===== src/linear_layer_forward_backward_defines.svh =====
// ----------------------------------------------------------------------------
// Linear layer engine: assertion macros
// Shared concurrent assertion forms used by the engine's RTL modules.
// ----------------------------------------------------------------------------
`ifndef LINEAR_LAYER_FORWARD_BACKWARD_DEFINES_SVH
`define LINEAR_LAYER_FORWARD_BACKWARD_DEFINES_SVH

// Same-cycle implication, disabled while reset is asserted
`define LLFB_ASSERT_IMPLY(label, clk, rst_n, ante, cons, msg) \
    label: assert property (@(posedge clk) disable iff (!(rst_n)) (ante) |-> (cons)) \
        else $error(msg);

// Next-cycle implication, disabled while reset is asserted
`define LLFB_ASSERT_NEXT(label, clk, rst_n, ante, cons, msg) \
    label: assert property (@(posedge clk) disable iff (!(rst_n)) (ante) |=> (cons)) \
        else $error(msg);

`endif


===== src/llfb_pkg.sv =====
// ----------------------------------------------------------------------------
// llfb_pkg
// Types, codes and constants shared by the linear layer engine modules.
// ----------------------------------------------------------------------------
package llfb_pkg;

    // Default store sizes
    localparam int MAX_ROWS_DEF    = 16;
    localparam int MAX_COLUMNS_DEF = 16;
    localparam int MAX_INNER_DEF   = 16;

    // Field and register widths
    localparam int KIND_W       = 3;
    localparam int INDEX_W      = 4;
    localparam int VALUE_W      = 16;
    localparam int RESULT_W     = 32;
    localparam int STATUS_W     = 2;
    localparam int SIZE_W       = 5;
    localparam int CFG_INDEX_W  = 3;
    localparam int CFG_DATA_W   = 5;
    localparam int STORE_ADDR_W = 16;
    localparam int PROD_W       = 32;
    localparam int ACC_W        = 40;
    localparam int BOUND_W      = 9;

    // Command queue depth
    localparam int QDEPTH  = 4;
    localparam int QPTR_W  = 2;
    localparam int QCNT_W  = 3;

    // Request kinds
    localparam logic [KIND_W-1:0] KIND_LOAD_X  = 3'd0;
    localparam logic [KIND_W-1:0] KIND_LOAD_W  = 3'd1;
    localparam logic [KIND_W-1:0] KIND_LOAD_B  = 3'd2;
    localparam logic [KIND_W-1:0] KIND_LOAD_G  = 3'd3;
    localparam logic [KIND_W-1:0] KIND_READ_Y  = 3'd4;
    localparam logic [KIND_W-1:0] KIND_READ_DX = 3'd5;
    localparam logic [KIND_W-1:0] KIND_READ_DW = 3'd6;
    localparam logic [KIND_W-1:0] KIND_READ_DB = 3'd7;

    // Result status codes
    localparam logic [STATUS_W-1:0] STATUS_OK       = 2'd0;
    localparam logic [STATUS_W-1:0] STATUS_RANGE    = 2'd1;
    localparam logic [STATUS_W-1:0] STATUS_DISABLED = 2'd2;

    // Configuration register indexes
    localparam logic [CFG_INDEX_W-1:0] CFG_ROWS        = 3'd0;
    localparam logic [CFG_INDEX_W-1:0] CFG_COLUMNS     = 3'd1;
    localparam logic [CFG_INDEX_W-1:0] CFG_INNER       = 3'd2;
    localparam logic [CFG_INDEX_W-1:0] CFG_IN_GRAD_EN  = 3'd3;
    localparam logic [CFG_INDEX_W-1:0] CFG_WT_GRAD_EN  = 3'd4;
    localparam logic [CFG_INDEX_W-1:0] CFG_BIAS_GRAD_EN = 3'd5;

    // One in Q8.8, used to scale sums of G to Q16.16
    localparam logic signed [VALUE_W-1:0] Q88_ONE = 16'sh0100;

    // Input request payload
    typedef struct packed {
        logic [KIND_W-1:0]         kind;
        logic [INDEX_W-1:0]        first_index;
        logic [INDEX_W-1:0]        second_index;
        logic signed [VALUE_W-1:0] value;
    } t_in_item;

    // Result payload
    typedef struct packed {
        logic signed [RESULT_W-1:0] result_value;
        logic [STATUS_W-1:0]        status;
        logic [INDEX_W-1:0]         echo_first;
        logic [INDEX_W-1:0]         echo_second;
    } t_out_item;

    // Configuration register file contents
    typedef struct packed {
        logic [SIZE_W-1:0] rows;
        logic [SIZE_W-1:0] columns;
        logic [SIZE_W-1:0] inner;
        logic              in_grad_en;
        logic              wt_grad_en;
        logic              bias_grad_en;
    } t_cfg;

    // Classified command passed from front to back
    typedef struct packed {
        logic [KIND_W-1:0]         kind;
        logic [STATUS_W-1:0]       status;
        logic [INDEX_W-1:0]        echo_first;
        logic [INDEX_W-1:0]        echo_second;
        logic signed [VALUE_W-1:0] value;
        logic                      store_we;
        logic [SIZE_W-1:0]         count;
        logic [STORE_ADDR_W-1:0]   addr_x;
        logic [STORE_ADDR_W-1:0]   addr_w;
        logic [STORE_ADDR_W-1:0]   addr_g;
    } t_cmd;

    // Queue fill status
    typedef struct packed {
        logic full;
        logic empty;
    } t_queue_stat;

endpackage


===== src/llfb_queue.sv =====
// ----------------------------------------------------------------------------
// llfb_queue
// Short command queue between front and back, so each side stalls alone.
// ----------------------------------------------------------------------------
`include "linear_layer_forward_backward_defines.svh"

module llfb_queue (
    input  logic                  i_clk,
    input  logic                  i_rst_n,
    input  logic                  i_push,
    input  llfb_pkg::t_cmd        i_push_data,
    input  logic                  i_pop,
    output llfb_pkg::t_cmd        o_head,
    output llfb_pkg::t_queue_stat o_stat
);

    llfb_pkg::t_cmd                r_slot [llfb_pkg::QDEPTH];
    logic [llfb_pkg::QPTR_W-1:0]   r_wr_ptr;
    logic [llfb_pkg::QPTR_W-1:0]   r_rd_ptr;
    logic [llfb_pkg::QCNT_W-1:0]   r_count;

    assign o_head       = r_slot[r_rd_ptr];
    assign o_stat.full  = (r_count == llfb_pkg::QCNT_W'(llfb_pkg::QDEPTH));
    assign o_stat.empty = (r_count == '0);

    // Advance pointers and fill count
    always_ff @(posedge i_clk) begin
        if (!i_rst_n) begin
            r_wr_ptr <= '0;
            r_rd_ptr <= '0;
            r_count  <= '0;
        end else begin
            if (i_push) begin
                r_wr_ptr <= r_wr_ptr + llfb_pkg::QPTR_W'(1);
            end
            if (i_pop) begin
                r_rd_ptr <= r_rd_ptr + llfb_pkg::QPTR_W'(1);
            end
            if (i_push && !i_pop) begin
                r_count <= r_count + llfb_pkg::QCNT_W'(1);
            end else if (!i_push && i_pop) begin
                r_count <= r_count - llfb_pkg::QCNT_W'(1);
            end
        end
    end

    // Store the pushed command
    always_ff @(posedge i_clk) begin
        if (i_push) begin
            r_slot[r_wr_ptr] <= i_push_data;
        end
    end

    `LLFB_ASSERT_IMPLY(a_no_overflow, i_clk, i_rst_n, i_push, !o_stat.full || i_pop, "command queue overflow")
    `LLFB_ASSERT_IMPLY(a_no_underflow, i_clk, i_rst_n, i_pop, !o_stat.empty, "pop from empty command queue")

endmodule


===== config.mk =====
export PLATFORM = sky130hd
export DESIGN_NAME = llfb_queue
export DESIGN_NICKNAME = d
export VERILOG_FILES = /design/src/llfb_pkg.sv /design/src/llfb_queue.sv
export VERILOG_INCLUDE_DIRS = /design/src /design/src/src
export SDC_FILE = /design/constraint.sdc
export NUM_CORES = 1
export LEC_CHECK = 0
export BUFFER_PORTS_ARGS = -buffer_cell sky130_fd_sc_hd__buf_2
export CAP_MARGIN = 20
export CORE_ASPECT_RATIO = 1.25
export CORE_MARGIN = 3
export CORE_UTILIZATION = 60
export CTS_BUF_LIST = sky130_fd_sc_hd__clkbuf_4
export DETAILED_ROUTE_END_ITERATION = 8
export PLACE_DENSITY = 0.83
export SYNTH_ARGS = -nofsm -noshare
export SYNTH_HDL_FRONTEND = slang
export SYNTH_SLANG_ARGS = --single-unit

===== constraint.sdc =====
create_clock -name i_clk -period 4.45 [get_ports i_clk]
set_input_delay 0.2225 -clock i_clk [delete_from_list [all_inputs] [get_ports i_clk]]
set_output_delay 0.2225 -clock i_clk [all_outputs]
set_load 0.01 [all_outputs]

==> run metrics <==
status=finished clean; Clock Power Share=35.4%; Post-DP HPWL=13.6 mm; htree depth=3; slowest cell on the critical path=dfxtp_4; DRT Wirelength=25.0 mm; CP max stage delay=0.84 ns; Switching Power=0.00156 W; Arr. time, crit path=2.74 ns; Max Fclk=338 MHz; GR met3 Demand/Resource=5.20%; # setup viols final=0; Max Root-Sink Buffers=3; crit path max fanout=47; syn avg cell area=26.1 um2; commonest non-fill, non-tap cells in the layout=332 x edfxtp_1, 171 x buf_2, 116 x clkbuf_4; Rel. slew slack=32.0%; WL/cell=22.0 um; Pwr per Cell Area=448 nW/um2; Core ar.=20200 um2; Synth Instances=476; final antenna-violating net count=0; fillcell total=1049; syn_nets=569; GRT Total Usage=23.0%; met1 Usage GRT=28.0%; nets@finish=894; Worst Setup Slack, final=1.49 ns; startpoint types=register; Tmin final=2.96 ns; fin cells=1133; Worst Hold Class=in -> reg; Most Crowded Layer GR=met2; Final period util=66.5%; switching part of the total=22.6%; Syn Std Cell Area=12400 um2; maximum vdd ir drop=0.354 mV; Clk pin slew, worst setup/hold paths=0.07 ns; Seq/Total Area, Yosys=81.7%; final design utilization=76.2%; Port Buffers=171; TritonRoute pass-1 iters=5; Max Cap Violations=0; Yosys warnings=0; chip height=167 um; RSZ-0062 raised after global routing=false; die span in x=135 um; most common cell after layout, fill and taps aside=edfxtp_1; CTS buffer count=78; static leakage=5.38 nW; met2 usage=40.2%; Die ar.=22500 um2; PostCTS Resize Cnt=0; Clock Sink Count=341; global route overflow=0; Ports=172; DRC errors left=0; Setup crit end kind=output port; Iter 0 DRT Violations=370; Yosys cell types=20; routed vias/inst=5.48; setup slack, reg-to-reg=2.22 ns; Clock Latency Late Sink=0.67 ns; via count=6209; dpl cells=905; Setup CP Type=reg -> out; DP Worst Slack=2.08 ns; Total Neg Setup Slack=0 ns; Final Hold Vio Count=0; area growth from synthesis to layout=24.2%; share of cells above drive strength 1=44.9%; largest net degree at the start of global routing=64; initial core utilization=61.4%; Logic pwr share=10.1%; WP data required=4.23 ns; number of global-route vias before repair=7003; worst clock skew=0.0261 ns; worst slew pin tran=1.02 ns; Final Max Tran Viols=0; flops & latches, synth=341; Seq pwr share=54.5%; number of placement rows=58; GP Congestion=0.741; TritonCTS clock tree=built; Internal=0.00535 W; Clock Root Buffer=clkbuf_4; crit-path cells=buf_12 > mux4_2 > buf_2; initial antenna violation count=5; first-pass GRT wire length=38.8 mm
-- cell usage after synthesis (all sizes together) --
| master | n | area, um2 |
|---|---|---|
| nor3 | 1 | 5.00 |
| clkbuf | 1 | 3.75 |
| nor2b | 2 | 12.5 |
| dfxtp | 9 | 180 |
| and2 | 9 | 56.3 |
| inv | 4 | 15.0 |
| or3 | 1 | 6.26 |
| buf | 17 | 135 |
| mux4 | 83 | 1870 |
| mux2i | 2 | 20.0 |
| fa | 1 | 20.0 |
| xor2 | 3 | 26.3 |
| ha | 5 | 62.6 |
| xnor2 | 2 | 17.5 |
| nand2 | 1 | 3.75 |
| edfxtp | 332 | 9970 |
| o21ai | 1 | 5.00 |
| nor3b | 1 | 7.51 |
| a21boi | 1 | 7.51 |
-- state kept, by name, summed over array words and instances, names as in the netlist, named ones only --
signal	count
r_slot	332
r_count	3
r_wr_ptr	2
r_rd_ptr	2
-- worst max-delay path: cells and delay by family (launching register included) --
| kind | cells | cell delay (ns) |
|---|---|---|
| buffers and inverters | 2 | 0.59 |
| muxes | 1 | 0.58 |
| DFF | 1 | 0.84 |
-- worst paths after layout --
check	from	cells after the start	endpoint
setup reg to reg	r_wr_ptr[0]	4	r_slot[2][45]
hold / removal	i_push_data[35]	2	r_slot[1][35]
setup / recovery	register	3	o_head[70]
hold reg to reg	r_wr_ptr[1]	2	r_wr_ptr[1]
-- metal layers --
metal,share of wire (%),wire length [um],up-vias
li1,-,-,2749
met1,36,9100,3186
met2,55,13800,228
met3,5.8,1460,44
met4,2.3,568,2
met5,0.052,13,-
-- power by group through the flow --
| stage | logic, W | registers (W) | clock network (W) |
|---|---|---|---|
| after global routing | 0.000748 | 0.00378 | 0.00267 |
| after detailed placement | 0.000635 | 0.00384 | 0 |
| after floorplan | 0.000411 | 0.00379 | 0 |
| after CTS | 0.000700 | 0.00377 | 0.00248 |
| after global placement | 0.000617 | 0.00382 | 0 |
| final | 0.000697 | 0.00377 | 0.00245 |
-- kinds of logic (layout without fill, tap and decap cells) --
| group | after synthesis | count (layout) | synth area share [%] |
|---|---|---|---|
| flops | 341 | 341 | 81.7 |
| mux | 85 | 85 | 15.2 |
| other cells | 0 | 4 | 0 |
| compound gates | 2 | 2 | 0.101 |
| fa+ha+maj | 6 | 6 | 0.665 |
| xor+xnor | 5 | 5 | 0.353 |
| simple gates | 15 | 15 | 0.735 |
| buf+inv | 22 | 405 | 1.24 |
-- repair_timing --
item / CTS / global route
hold buffers: 86 / 0
endpoints found under the hold margin: 341 / 0
setup endpoints to repair: 0 / 0
buffers inserted: 0 / 0
-- per-stage QoR --
step | power (W) | cell area, um2 | hold WS [ns]
final | 0.00691 | 15400 | 0.304
after floorplan | 0.00420 | 12400 | 0.321
after global routing | 0.00720 | 15400 | 0.273
after detailed placement | 0.00448 | 13600 | 0.437
after CTS | 0.00695 | 15400 | 0.246
after global placement | 0.00444 | 13600 | 0.431
-- cell type report --
| class | count | area (um2) | area share, % |
|---|---|---|---|
| multi-input cells | 113 | 2130 | 13.8 |
| clock buffers | 116 | 871 | 5.64 |
| inverters | 4 | 15.0 | 0.0973 |
| clock inverters | 22 | 135 | 0.876 |
| well taps | 270 | 338 | 2.19 |
| diodes | 4 | 10.0 | 0.0649 |
| repair buffers | 263 | 1770 | 11.5 |
| flip-flops and latches | 341 | 10200 | 65.8 |
(Power assumes the default switching activity.)
