## config.mk

```make
export PLATFORM = sky130hd
export DESIGN_NAME = llfb_front
export DESIGN_NICKNAME = d
export VERILOG_FILES = /design/src/linear_layer_forward_backward_defines.svh /design/src/llfb_pkg.sv /design/src/llfb_front.sv
export SDC_FILE = /design/constraint.sdc
export NUM_CORES = 1
export LEC_CHECK = 0
export BUFFER_PORTS_ARGS = -buffer_cell sky130_fd_sc_hd__buf_2
export CAP_MARGIN = 20
export CORE_MARGIN = 5
export CORE_UTILIZATION = 38
export DETAILED_ROUTE_END_ITERATION = 16
export PLACE_DENSITY = 0.85
export SYNTH_ARGS = -nofsm -noshare
export SYNTH_HDL_FRONTEND = slang
export SYNTH_SLANG_ARGS = --single-unit
```

## constraint.sdc

```tcl
create_clock -name vclk -period 1.3
set_input_delay 0.065 -clock vclk [all_inputs]
set_output_delay 0.065 -clock vclk [all_outputs]
set_load 0.02 [all_outputs]
```

## src/linear_layer_forward_backward_defines.svh

```systemverilog
// ----------------------------------------------------------------------------
// Linear layer engine: assertion macros
// Shared concurrent assertion forms used by the engine's RTL modules.
// ----------------------------------------------------------------------------
`ifndef LINEAR_LAYER_FORWARD_BACKWARD_DEFINES_SVH
`define LINEAR_LAYER_FORWARD_BACKWARD_DEFINES_SVH

// Same-cycle implication, disabled while reset is asserted
`define LLFB_ASSERT_IMPLY(label, clk, rst_n, ante, cons, msg) \
    label: assert property (@(posedge clk) disable iff (!(rst_n)) (ante) |-> (cons)) \
        else $error(msg);

// Next-cycle implication, disabled while reset is asserted
`define LLFB_ASSERT_NEXT(label, clk, rst_n, ante, cons, msg) \
    label: assert property (@(posedge clk) disable iff (!(rst_n)) (ante) |=> (cons)) \
        else $error(msg);

`endif

```

## src/llfb_pkg.sv

```systemverilog
// ----------------------------------------------------------------------------
// llfb_pkg
// Types, codes and constants shared by the linear layer engine modules.
// ----------------------------------------------------------------------------
package llfb_pkg;

    // Default store sizes
    localparam int MAX_ROWS_DEF    = 16;
    localparam int MAX_COLUMNS_DEF = 16;
    localparam int MAX_INNER_DEF   = 16;

    // Field and register widths
    localparam int KIND_W       = 3;
    localparam int INDEX_W      = 4;
    localparam int VALUE_W      = 16;
    localparam int RESULT_W     = 32;
    localparam int STATUS_W     = 2;
    localparam int SIZE_W       = 5;
    localparam int CFG_INDEX_W  = 3;
    localparam int CFG_DATA_W   = 5;
    localparam int STORE_ADDR_W = 16;
    localparam int PROD_W       = 32;
    localparam int ACC_W        = 40;
    localparam int BOUND_W      = 9;

    // Command queue depth
    localparam int QDEPTH  = 4;
    localparam int QPTR_W  = 2;
    localparam int QCNT_W  = 3;

    // Request kinds
    localparam logic [KIND_W-1:0] KIND_LOAD_X  = 3'd0;
    localparam logic [KIND_W-1:0] KIND_LOAD_W  = 3'd1;
    localparam logic [KIND_W-1:0] KIND_LOAD_B  = 3'd2;
    localparam logic [KIND_W-1:0] KIND_LOAD_G  = 3'd3;
    localparam logic [KIND_W-1:0] KIND_READ_Y  = 3'd4;
    localparam logic [KIND_W-1:0] KIND_READ_DX = 3'd5;
    localparam logic [KIND_W-1:0] KIND_READ_DW = 3'd6;
    localparam logic [KIND_W-1:0] KIND_READ_DB = 3'd7;

    // Result status codes
    localparam logic [STATUS_W-1:0] STATUS_OK       = 2'd0;
    localparam logic [STATUS_W-1:0] STATUS_RANGE    = 2'd1;
    localparam logic [STATUS_W-1:0] STATUS_DISABLED = 2'd2;

    // Configuration register indexes
    localparam logic [CFG_INDEX_W-1:0] CFG_ROWS        = 3'd0;
    localparam logic [CFG_INDEX_W-1:0] CFG_COLUMNS     = 3'd1;
    localparam logic [CFG_INDEX_W-1:0] CFG_INNER       = 3'd2;
    localparam logic [CFG_INDEX_W-1:0] CFG_IN_GRAD_EN  = 3'd3;
    localparam logic [CFG_INDEX_W-1:0] CFG_WT_GRAD_EN  = 3'd4;
    localparam logic [CFG_INDEX_W-1:0] CFG_BIAS_GRAD_EN = 3'd5;

    // One in Q8.8, used to scale sums of G to Q16.16
    localparam logic signed [VALUE_W-1:0] Q88_ONE = 16'sh0100;

    // Input request payload
    typedef struct packed {
        logic [KIND_W-1:0]         kind;
        logic [INDEX_W-1:0]        first_index;
        logic [INDEX_W-1:0]        second_index;
        logic signed [VALUE_W-1:0] value;
    } t_in_item;

    // Result payload
    typedef struct packed {
        logic signed [RESULT_W-1:0] result_value;
        logic [STATUS_W-1:0]        status;
        logic [INDEX_W-1:0]         echo_first;
        logic [INDEX_W-1:0]         echo_second;
    } t_out_item;

    // Configuration register file contents
    typedef struct packed {
        logic [SIZE_W-1:0] rows;
        logic [SIZE_W-1:0] columns;
        logic [SIZE_W-1:0] inner;
        logic              in_grad_en;
        logic              wt_grad_en;
        logic              bias_grad_en;
    } t_cfg;

    // Classified command passed from front to back
    typedef struct packed {
        logic [KIND_W-1:0]         kind;
        logic [STATUS_W-1:0]       status;
        logic [INDEX_W-1:0]        echo_first;
        logic [INDEX_W-1:0]        echo_second;
        logic signed [VALUE_W-1:0] value;
        logic                      store_we;
        logic [SIZE_W-1:0]         count;
        logic [STORE_ADDR_W-1:0]   addr_x;
        logic [STORE_ADDR_W-1:0]   addr_w;
        logic [STORE_ADDR_W-1:0]   addr_g;
    } t_cmd;

    // Queue fill status
    typedef struct packed {
        logic full;
        logic empty;
    } t_queue_stat;

endpackage

```

## src/llfb_front.sv

```systemverilog
// ----------------------------------------------------------------------------
// llfb_front
// Accepts requests, checks them against the configuration and turns each
// into a command: store write address, or walk start addresses and length.
// ----------------------------------------------------------------------------
module llfb_front #(
    parameter int MAX_ROWS    = llfb_pkg::MAX_ROWS_DEF,
    parameter int MAX_COLUMNS = llfb_pkg::MAX_COLUMNS_DEF,
    parameter int MAX_INNER   = llfb_pkg::MAX_INNER_DEF
) (
    input  logic                  i_in_valid,
    output logic                  o_in_ready,
    input  llfb_pkg::t_in_item    i_in_data,
    input  llfb_pkg::t_cfg        i_cfg,
    input  llfb_pkg::t_queue_stat i_queue,
    output logic                  o_push,
    output llfb_pkg::t_cmd        o_cmd
);

    localparam logic [llfb_pkg::BOUND_W-1:0] MR_B = llfb_pkg::BOUND_W'(MAX_ROWS);
    localparam logic [llfb_pkg::BOUND_W-1:0] MC_B = llfb_pkg::BOUND_W'(MAX_COLUMNS);
    localparam logic [llfb_pkg::BOUND_W-1:0] MI_B = llfb_pkg::BOUND_W'(MAX_INNER);
    localparam logic [llfb_pkg::STORE_ADDR_W-1:0] MC_A =
        llfb_pkg::STORE_ADDR_W'(MAX_COLUMNS);
    localparam logic [llfb_pkg::STORE_ADDR_W-1:0] MI_A =
        llfb_pkg::STORE_ADDR_W'(MAX_INNER);

    // Map a size register onto 1..max
    function automatic logic [llfb_pkg::SIZE_W-1:0] clamp_size(
        input logic [llfb_pkg::SIZE_W-1:0]  v,
        input logic [llfb_pkg::BOUND_W-1:0] maxv
    );
        logic [llfb_pkg::SIZE_W-1:0] r;
        if (v == '0) begin
            r = llfb_pkg::SIZE_W'(1);
        end else if (llfb_pkg::BOUND_W'(v) > maxv) begin
            r = maxv[llfb_pkg::SIZE_W-1:0];
        end else begin
            r = v;
        end
        return r;
    endfunction

    logic [llfb_pkg::SIZE_W-1:0]       w_nr;
    logic [llfb_pkg::SIZE_W-1:0]       w_nc;
    logic [llfb_pkg::SIZE_W-1:0]       w_nk;
    logic [llfb_pkg::BOUND_W-1:0]      w_a_b;
    logic [llfb_pkg::BOUND_W-1:0]      w_b_b;
    logic [llfb_pkg::STORE_ADDR_W-1:0] w_a;
    logic [llfb_pkg::STORE_ADDR_W-1:0] w_b;
    logic [llfb_pkg::STORE_ADDR_W-1:0] w_a_mi;
    logic [llfb_pkg::STORE_ADDR_W-1:0] w_a_mc;
    logic [llfb_pkg::STORE_ADDR_W-1:0] w_b_mc;

    // Accept whenever the queue has room
    assign o_in_ready = !i_queue.full;
    assign o_push     = i_in_valid && o_in_ready;

    // Effective sizes and row offsets
    always_comb begin
        w_nr   = clamp_size(i_cfg.rows, MR_B);
        w_nc   = clamp_size(i_cfg.columns, MC_B);
        w_nk   = clamp_size(i_cfg.inner, MI_B);
        w_a_b  = llfb_pkg::BOUND_W'(i_in_data.first_index);
        w_b_b  = llfb_pkg::BOUND_W'(i_in_data.second_index);
        w_a    = llfb_pkg::STORE_ADDR_W'(i_in_data.first_index);
        w_b    = llfb_pkg::STORE_ADDR_W'(i_in_data.second_index);
        w_a_mi = w_a * MI_A;
        w_a_mc = w_a * MC_A;
        w_b_mc = w_b * MC_A;
    end

    // Classify the request
    always_comb begin
        o_cmd             = '0;
        o_cmd.kind        = i_in_data.kind;
        o_cmd.status      = llfb_pkg::STATUS_OK;
        o_cmd.echo_first  = i_in_data.first_index;
        o_cmd.echo_second = i_in_data.second_index;
        o_cmd.value       = i_in_data.value;
        o_cmd.count       = llfb_pkg::SIZE_W'(1);
        case (i_in_data.kind)
            llfb_pkg::KIND_LOAD_X: begin
                o_cmd.store_we = (w_a_b < MR_B) && (w_b_b < MI_B);
                o_cmd.addr_x   = w_a_mi + w_b;
            end
            llfb_pkg::KIND_LOAD_W: begin
                o_cmd.store_we = (w_a_b < MI_B) && (w_b_b < MC_B);
                o_cmd.addr_w   = w_a_mc + w_b;
            end
            llfb_pkg::KIND_LOAD_B: begin
                o_cmd.store_we = (w_b_b < MC_B);
                o_cmd.addr_w   = w_b;
            end
            llfb_pkg::KIND_LOAD_G: begin
                o_cmd.store_we = (w_a_b < MR_B) && (w_b_b < MC_B);
                o_cmd.addr_g   = w_a_mc + w_b;
            end
            llfb_pkg::KIND_READ_Y: begin
                if ((llfb_pkg::SIZE_W'(i_in_data.first_index) >= w_nr) ||
                    (llfb_pkg::SIZE_W'(i_in_data.second_index) >= w_nc)) begin
                    o_cmd.status = llfb_pkg::STATUS_RANGE;
                end
                o_cmd.addr_x = w_a_mi;
                o_cmd.addr_w = w_b;
                o_cmd.count  = w_nk;
            end
            llfb_pkg::KIND_READ_DX: begin
                if (!i_cfg.in_grad_en) begin
                    o_cmd.status = llfb_pkg::STATUS_DISABLED;
                end else if ((llfb_pkg::SIZE_W'(i_in_data.first_index) >= w_nr) ||
                             (llfb_pkg::SIZE_W'(i_in_data.second_index) >= w_nk)) begin
                    o_cmd.status = llfb_pkg::STATUS_RANGE;
                end
                o_cmd.addr_g = w_a_mc;
                o_cmd.addr_w = w_b_mc;
                o_cmd.count  = w_nc;
            end
            llfb_pkg::KIND_READ_DW: begin
                if (!i_cfg.wt_grad_en) begin
                    o_cmd.status = llfb_pkg::STATUS_DISABLED;
                end else if ((llfb_pkg::SIZE_W'(i_in_data.first_index) >= w_nk) ||
                             (llfb_pkg::SIZE_W'(i_in_data.second_index) >= w_nc)) begin
                    o_cmd.status = llfb_pkg::STATUS_RANGE;
                end
                o_cmd.addr_x = w_a;
                o_cmd.addr_g = w_b;
                o_cmd.count  = w_nr;
            end
            default: begin
                // bias gradient: column sum of G, row index not used
                o_cmd.echo_first = '0;
                if (!i_cfg.bias_grad_en) begin
                    o_cmd.status = llfb_pkg::STATUS_DISABLED;
                end else if (llfb_pkg::SIZE_W'(i_in_data.second_index) >= w_nc) begin
                    o_cmd.status = llfb_pkg::STATUS_RANGE;
                end
                o_cmd.addr_g = w_b;
                o_cmd.count  = w_nr;
            end
        endcase
    end

endmodule

```

==> summary.txt, run 1 <==
Timing
  • Peak Freq: 609 MHz
  • Slew Limit Fails: 0
  • Period utilization: 126%
  • Final hold violation count: 0
  • RSZ-0062 raised after global routing: yes
  • Fin crit period: 1.64 ns
  • TNS Setup: -0.341 ns
  • Setup Viol. Count Final: 1
  • Fin Hold WS: 0.130 ns
  • Final setup slack of the worst path: -0.341 ns

Finish
  • Share of layout cells above drive strength 1: 45.5%
  • Antenna cells: 0
  • Layout area overhead: 30.2%
  • Clock buffer count: 0
  • Final Util: 51.6%
  • FF+latch area: 0 sq um
  • Sequential cell count: 0
  • Cell area after layout: 1740 sq um
  • Number of nets in the layout: 332

Power
  • Clock Power Share: 0%
  • Power Total: 661 uW
  • Sequential power share: 0%
  • Static Leak: 0.000993 uW
  • Int Pwr: 267 uW
  • Pwr Density: 381 nW/um^2
  • Sw Pwr: 394 uW
  • Sw Ratio: 59.7%
  • Logic pwr share: 100.0%
  • Peak VDD IR: 0.134 mV

Floorplanning
  • Die X: 69.2 microns
  • Row Count: 21
  • Core Region: 3360 sq um
  • Die Area: 4790 sq um
  • Num ports: 133
  • Die Span Y: 69.2 microns
  • Initial Util: 39.7%

Worst setup path
  • Worst path bufs/invs: 2
  • WP data arrival: 1.58 ns
  • Slowest-stage cell, CP: o31ai_1
  • Most frequent cell on the critical path: nor2_1
  • Critical path type: in -> out
  • Critical path depth in cells: 10
  • Nature of the critical path startpoint: primary input
  • Crit-path leading delay family: simple AND/OR/NAND/NOR gates
  • Crit path largest cell delay: 0.33 ns
  • CP cell instances: buf_2 -> nor3_2 -> nor2_1 -> nor2_1 -> ha_1 -> nor2_1 -> a21oi_1 -> o31ai_1 -> nand4_1 -> buf_6
  • Critical path required time: 1.24 ns
  • Crit path capture type: primary output
  • Max FO, Critical Path: 2

Min path
  • Hold Crit Class: in -> out
  • Worst Hold End: o_cmd[54]
  • Hold_sp: i_in_data[0]
  • Hold path depth: 0

Placed design
  • HPWL after DPL: 3540 microns
  • Post-DP Area: 1690 sq um
  • Routability cong.: 0.849
  • Port-buffer cells: 76

Detailed routing
  • DR top layer: met4
  • Met1 wire length: 1730 microns
  • Met3 WL: 325 microns
  • Detail Route Antenna Nets: 0
  • Initial DRC Count: 43
  • DR WL/cell: 12.8 microns
  • Drt pass-1 iters: 4
  • DR DRC count: 0
  • Wire length on met2: 1910 microns
  • Via count: 1,451
  • Routed WL: 3990 microns
  • Via density: 4.65

Global routing
  • Largest net degree at the start of global routing: 15
  • First-pass GRT wire length: 6470 microns
  • Vias in the first global route: 1,395
  • Total GRT Usage: 15.6%
  • Grt total ovfl: 0
  • Initial antenna violation count: 0

Synthesis
  • Post-Synthesis Cells: 189
  • Top cell type's share of synthesized area: 28.1%
  • Sequential share of the synthesized area: 0%
  • Syn_area_per_cell: 7.06 sq um
  • Synth top area cells: buf_4 28%, ha_1 15%, nor2_1 7.3%
  • Area leader, netlist: buf_4
  • Most frequent cell after synthesis: buf_4
  • Synth top cells by count: 50 x buf_4, 26 x nor2_1, 16 x ha_1
  • Warnings, synthesis: 0
  • Distinct cell type count after synthesis: 34
  • Synth Cell Area: 1330 sq um

Flow run
  • Max_cap viols: 0

Run status
  • Failing checks: negative setup slack
  • Outcome: finished with violations

Clock network
  • Hold buffers post-CTS: 0
  • Post-CTS setup buffer count: 0
-- layout by cell type, fill, tap and decap left out, types with 2 or more instances in the layout --
master | netlist | final
nand2b_1 | 10 | 10
buf_6 | 2 | 3
nor3_1 | 6 | 4
a22oi_1 | 4 | 4
nor3b_1 | 5 | 4
mux2i_1 | 6 | 6
conb_1 | 1 | 24
and3_1 | 5 | 5
a21oi_1 | 6 | 5
buf_2 | 1 | 73
nor2_1 | 26 | 23
o221a_2 | 2 | 2
nand2_1 | 2 | 2
o21ai_0 | 8 | 8
and2_1 | 14 | 14
nor2b_1 | 2 | 2
buf_4 | 50 | 32
nor3_2 | 0 | 2
nor2_2 | 0 | 3
o31ai_1 | 2 | 2
ha_1 | 16 | 16
inv_1 | 5 | 5
a221o_1 | 3 | 3
-- layer usage --
layer | GRT usage (%) | vias up
li1 | - | 734
met3 | 2.61 | 6
met1 | 19.5 | 640
met5 | 0 | -
met4 | 1.95 | 0
met2 | 28.4 | 71
-- per-stage QoR --
| step | std cells | setup WS, ns |
|---|---|---|
| floorplan | 212 | -0.0330 |
| global placement | 312 | -0.306 |
| detailed placement | 312 | -0.356 |
| CTS | 312 | -0.303 |
| global route | 312 | -0.454 |
| finish | 312 | -0.341 |
-- final cells by class --
class | instances | area [sq um]
fillers | 354 | 1630
inverters | 5 | 18.8
multi-input cells | 153 | 1020
well taps | 46 | 57.6
repair buffers | 108 | 639
-- power by group through the flow --
stage	clock (uW)	combinational (uW)	sequential, uW
2_1_floorplan	0	523	0
3_3_place_gp	0	630	0
3_5_place_dp	0	644	0
4_1_cts	0	647	0
5_1_grt	0	729	0
6_report	0	661	0
-- cell families after synthesis --
family / Yosys count / share of synthesized area [%]
AO/OA/AOI/OAI: 28 / 14.4
XOR/XNOR: 2 / 1.31
adder cells (fa/ha/maj): 16 / 15.0
buffers and inverters: 59 / 31.9
multiplexers: 6 / 4.50
other: 1 / 0.281
AND/OR/NAND/NOR: 77 / 32.6
-- how the worst max path moves through the flow --
stage	start	end	slack, ns
after floorplan	i_cfg[4]	o_cmd[78]	-0.03
after global placement	i_cfg[4]	o_cmd[78]	-0.31
after detailed placement	i_cfg[4]	o_cmd[78]	-0.36
after CTS	i_cfg[14]	o_cmd[78]	-0.30
after global routing	i_cfg[14]	o_cmd[78]	-0.45
final	i_cfg[14]	o_cmd[78]	-0.34
-- repair_timing --
| item | CTS | global route |
|---|---|---|
| pin swaps | 0 | 9 |
| setup endpoints to repair | 1 | 1 |
| resized for setup | 2 | 9 |
(Power assumes the default switching activity.)
==> inputs of run 2 (changes only) <==
--- a/config.mk
+++ b/config.mk
@@ -6,11 +6,11 @@
 export NUM_CORES = 1
 export LEC_CHECK = 0
 export BUFFER_PORTS_ARGS = -buffer_cell sky130_fd_sc_hd__buf_2
-export CAP_MARGIN = 20
 export CORE_MARGIN = 5
-export CORE_UTILIZATION = 38
+export CORE_UTILIZATION = 40
 export DETAILED_ROUTE_END_ITERATION = 16
-export PLACE_DENSITY = 0.85
+export PLACE_DENSITY = 0.88
+export REMOVE_ABC_BUFFERS = 1
 export SYNTH_ARGS = -nofsm -noshare
 export SYNTH_HDL_FRONTEND = slang
 export SYNTH_SLANG_ARGS = --single-unit
==> constraint.sdc (replaced) <==
create_clock -name vclk -period 2
set_input_delay 0.1 -clock vclk [all_inputs]
set_output_delay 0.1 -clock vclk [all_outputs]
set_load 0.02 [all_outputs]
==> run 2 against run 1 <==
  * Largest cell class unchanged
  * Design area down 16%
  * Critical endpoint unchanged
  * Wire length down 2.0%
  * The flow now finishes without violations
  * Clock-buffer cell count unchanged
  * Sequential cell count unchanged
  * Global-route usage up 0.47 points
  * Utilization down 7.4 points
==> summary.txt, run 2 (synthesized netlist as in run 1, its figures left out) <==
Run status
  • Outcome: finished, final reports clean

Worst setup path
  • CP cell instances: buf_2 -> nor3_1 -> nor2_1 -> nor2_1 -> ha_1 -> nor2_1 -> a21oi_1 -> o311ai_0 -> nand4_1 -> buf_2
  • Most frequent cell on the critical path: nor2_1
  • Crit path capture type: primary output
  • Nature of the critical path startpoint: primary input
  • Critical path required time: 1.90 ns
  • Slowest-stage cell, CP: o311ai_0
  • Max FO, Critical Path: 3
  • Critical path type: in -> out
  • WP data arrival: 1.71 ns
  • Crit path largest cell delay: 0.35 ns

Floorplanning
  • Core Region: 3280 sq um
  • Die X: 67.7 microns
  • Die Span Y: 67.7 microns
  • Die Area: 4590 sq um
  • Num ports: 133
  • Row Count: 21
  • Initial Util: 40.6%

Finish
  • Share of layout cells above drive strength 1: 35.0%
  • Most common cell after layout, fill and taps aside: buf_2
  • FF+latch area: 0 sq um
  • Clock buffer count: 0
  • Sequential cell count: 0
  • Layout area overhead: 8.82%
  • Most frequent cells in the layout: 76 x buf_2, 26 x nor2_1, 24 x conb_1
  • Filler cells: 339
  • Antenna cells: 0
  • Cell area after layout: 1450 sq um
  • Number of nets in the layout: 300
  • Final Util: 44.2%

Min path
  • Worst Hold End: o_cmd[55]
  • Hold Crit Class: in -> out
  • Hold path depth: 0
  • Hold_sp: i_in_data[1]

Detailed routing
  • Detail Route Antenna Nets: 0
  • DR DRC count: 0
  • Routed WL: 3910 microns
  • Drt pass-1 iters: 4
  • Via density: 4.82
  • Initial DRC Count: 93
  • DR WL/cell: 14.0 microns
  • Via count: 1,350

Global routing
  • Largest net degree at the start of global routing: 25
  • Total GRT Usage: 16.0%
  • Grt total ovfl: 0
  • Initial antenna violation count: 0
  • First-pass GRT wire length: 5750 microns
  • Vias in the first global route: 1,264

Clock network
  • Post-CTS setup buffer count: 0
  • Hold buffers post-CTS: 0
  • Post-CTS Resized: 0

Timing
  • Final hold violation count: 0
  • Fin Hold WS: 0.200 ns
  • Fin crit period: 1.81 ns
  • Setup Viol. Count Final: 0
  • Period utilization: 90.6%
  • TNS Setup: 0 ns
  • Slew Limit Fails: 0
  • Peak Freq: 552 MHz
  • RSZ-0062 raised after global routing: no
  • Final setup slack of the worst path: 0.188 ns

Placed design
  • Post-DP Area: 1450 sq um
  • Port-buffer cells: 76
  • Routability cong.: 0.801
  • Worst slack at placement: 0.180 ns
  • HPWL after DPL: 3280 microns

Power
  • Pwr Density: 253 nW/um^2
  • Peak VDD IR: 0.0905 mV
  • Static Leak: 0.000829 uW

Flow run
  • Max_cap viols: 0
[run 2: changes by cell type in the layout (fill, tap and decap cells not counted)]
| cell | change |
|---|---|
| buf_6 | -3 |
| nor3b_2 | -1 |
| o311ai_0 | +1 |
| buf_4 | -32 |
| a21oi_1 | +1 |
| o311ai_1 | -1 |
| nor3b_1 | +1 |
| nor2_1 | +3 |
| nor3_1 | +2 |
| buf_2 | +3 |
| nor3_2 | -2 |
| nor2_2 | -3 |
| a21oi_2 | -1 |
[run 2: where the power goes]
group	switching (uW)	internal [uW]	total (uW)
clock	0	0	0
combinational	242	126	368
sequential	0	0	0
total	242	126	368
[run 2: metrics by stage]
stage          cells  power [uW]
2_1_floorplan    158         215
3_3_place_gp     280         360
3_5_place_dp     280         368
4_1_cts          280         369
5_1_grt          280         409
6_report         280         368
[run 2: how the worst max path moves through the flow]
stage | start | end | slack, ns | depth (start not counted)
finish | i_cfg[9] | o_cmd[78] | 0.19 | 10
global route | i_cfg[4] | o_cmd[78] | 0.06 | 10
CTS | i_cfg[9] | o_cmd[78] | 0.17 | 10
detailed placement | i_cfg[9] | o_cmd[78] | 0.18 | 10
global placement | i_cfg[9] | o_cmd[78] | 0.17 | 10
floorplan | i_cfg[9] | o_cmd[78] | 0.55 | 8
[run 2: cell type report]
cell class / instances / area, sq um / area share (%)
timing repair buffer: 76 / 380 / 26.2
tap: 46 / 57.6 / 3.97
multi-input combinational: 153 / 995 / 68.5
inverter: 5 / 18.8 / 1.29
[run 2: metal layers]
layer | wire length [microns] | GRT usage (%) | part of all wire, %
met5 | 0 | 0 | 0
met4 | 29 | 2.28 | 0.74
met3 | 533 | 5.32 | 14
met2 | 1660 | 26.0 | 42
met1 | 1690 | 20.9 | 43
[run 2: critical path, delay by kind of cell]
family,cells,cell delay [ns]
buffers and inverters,2,0.29
and+or+nand+nor,5,0.63
adders and majority gates,1,0.26
AOI/OAI and AO/OA,2,0.42
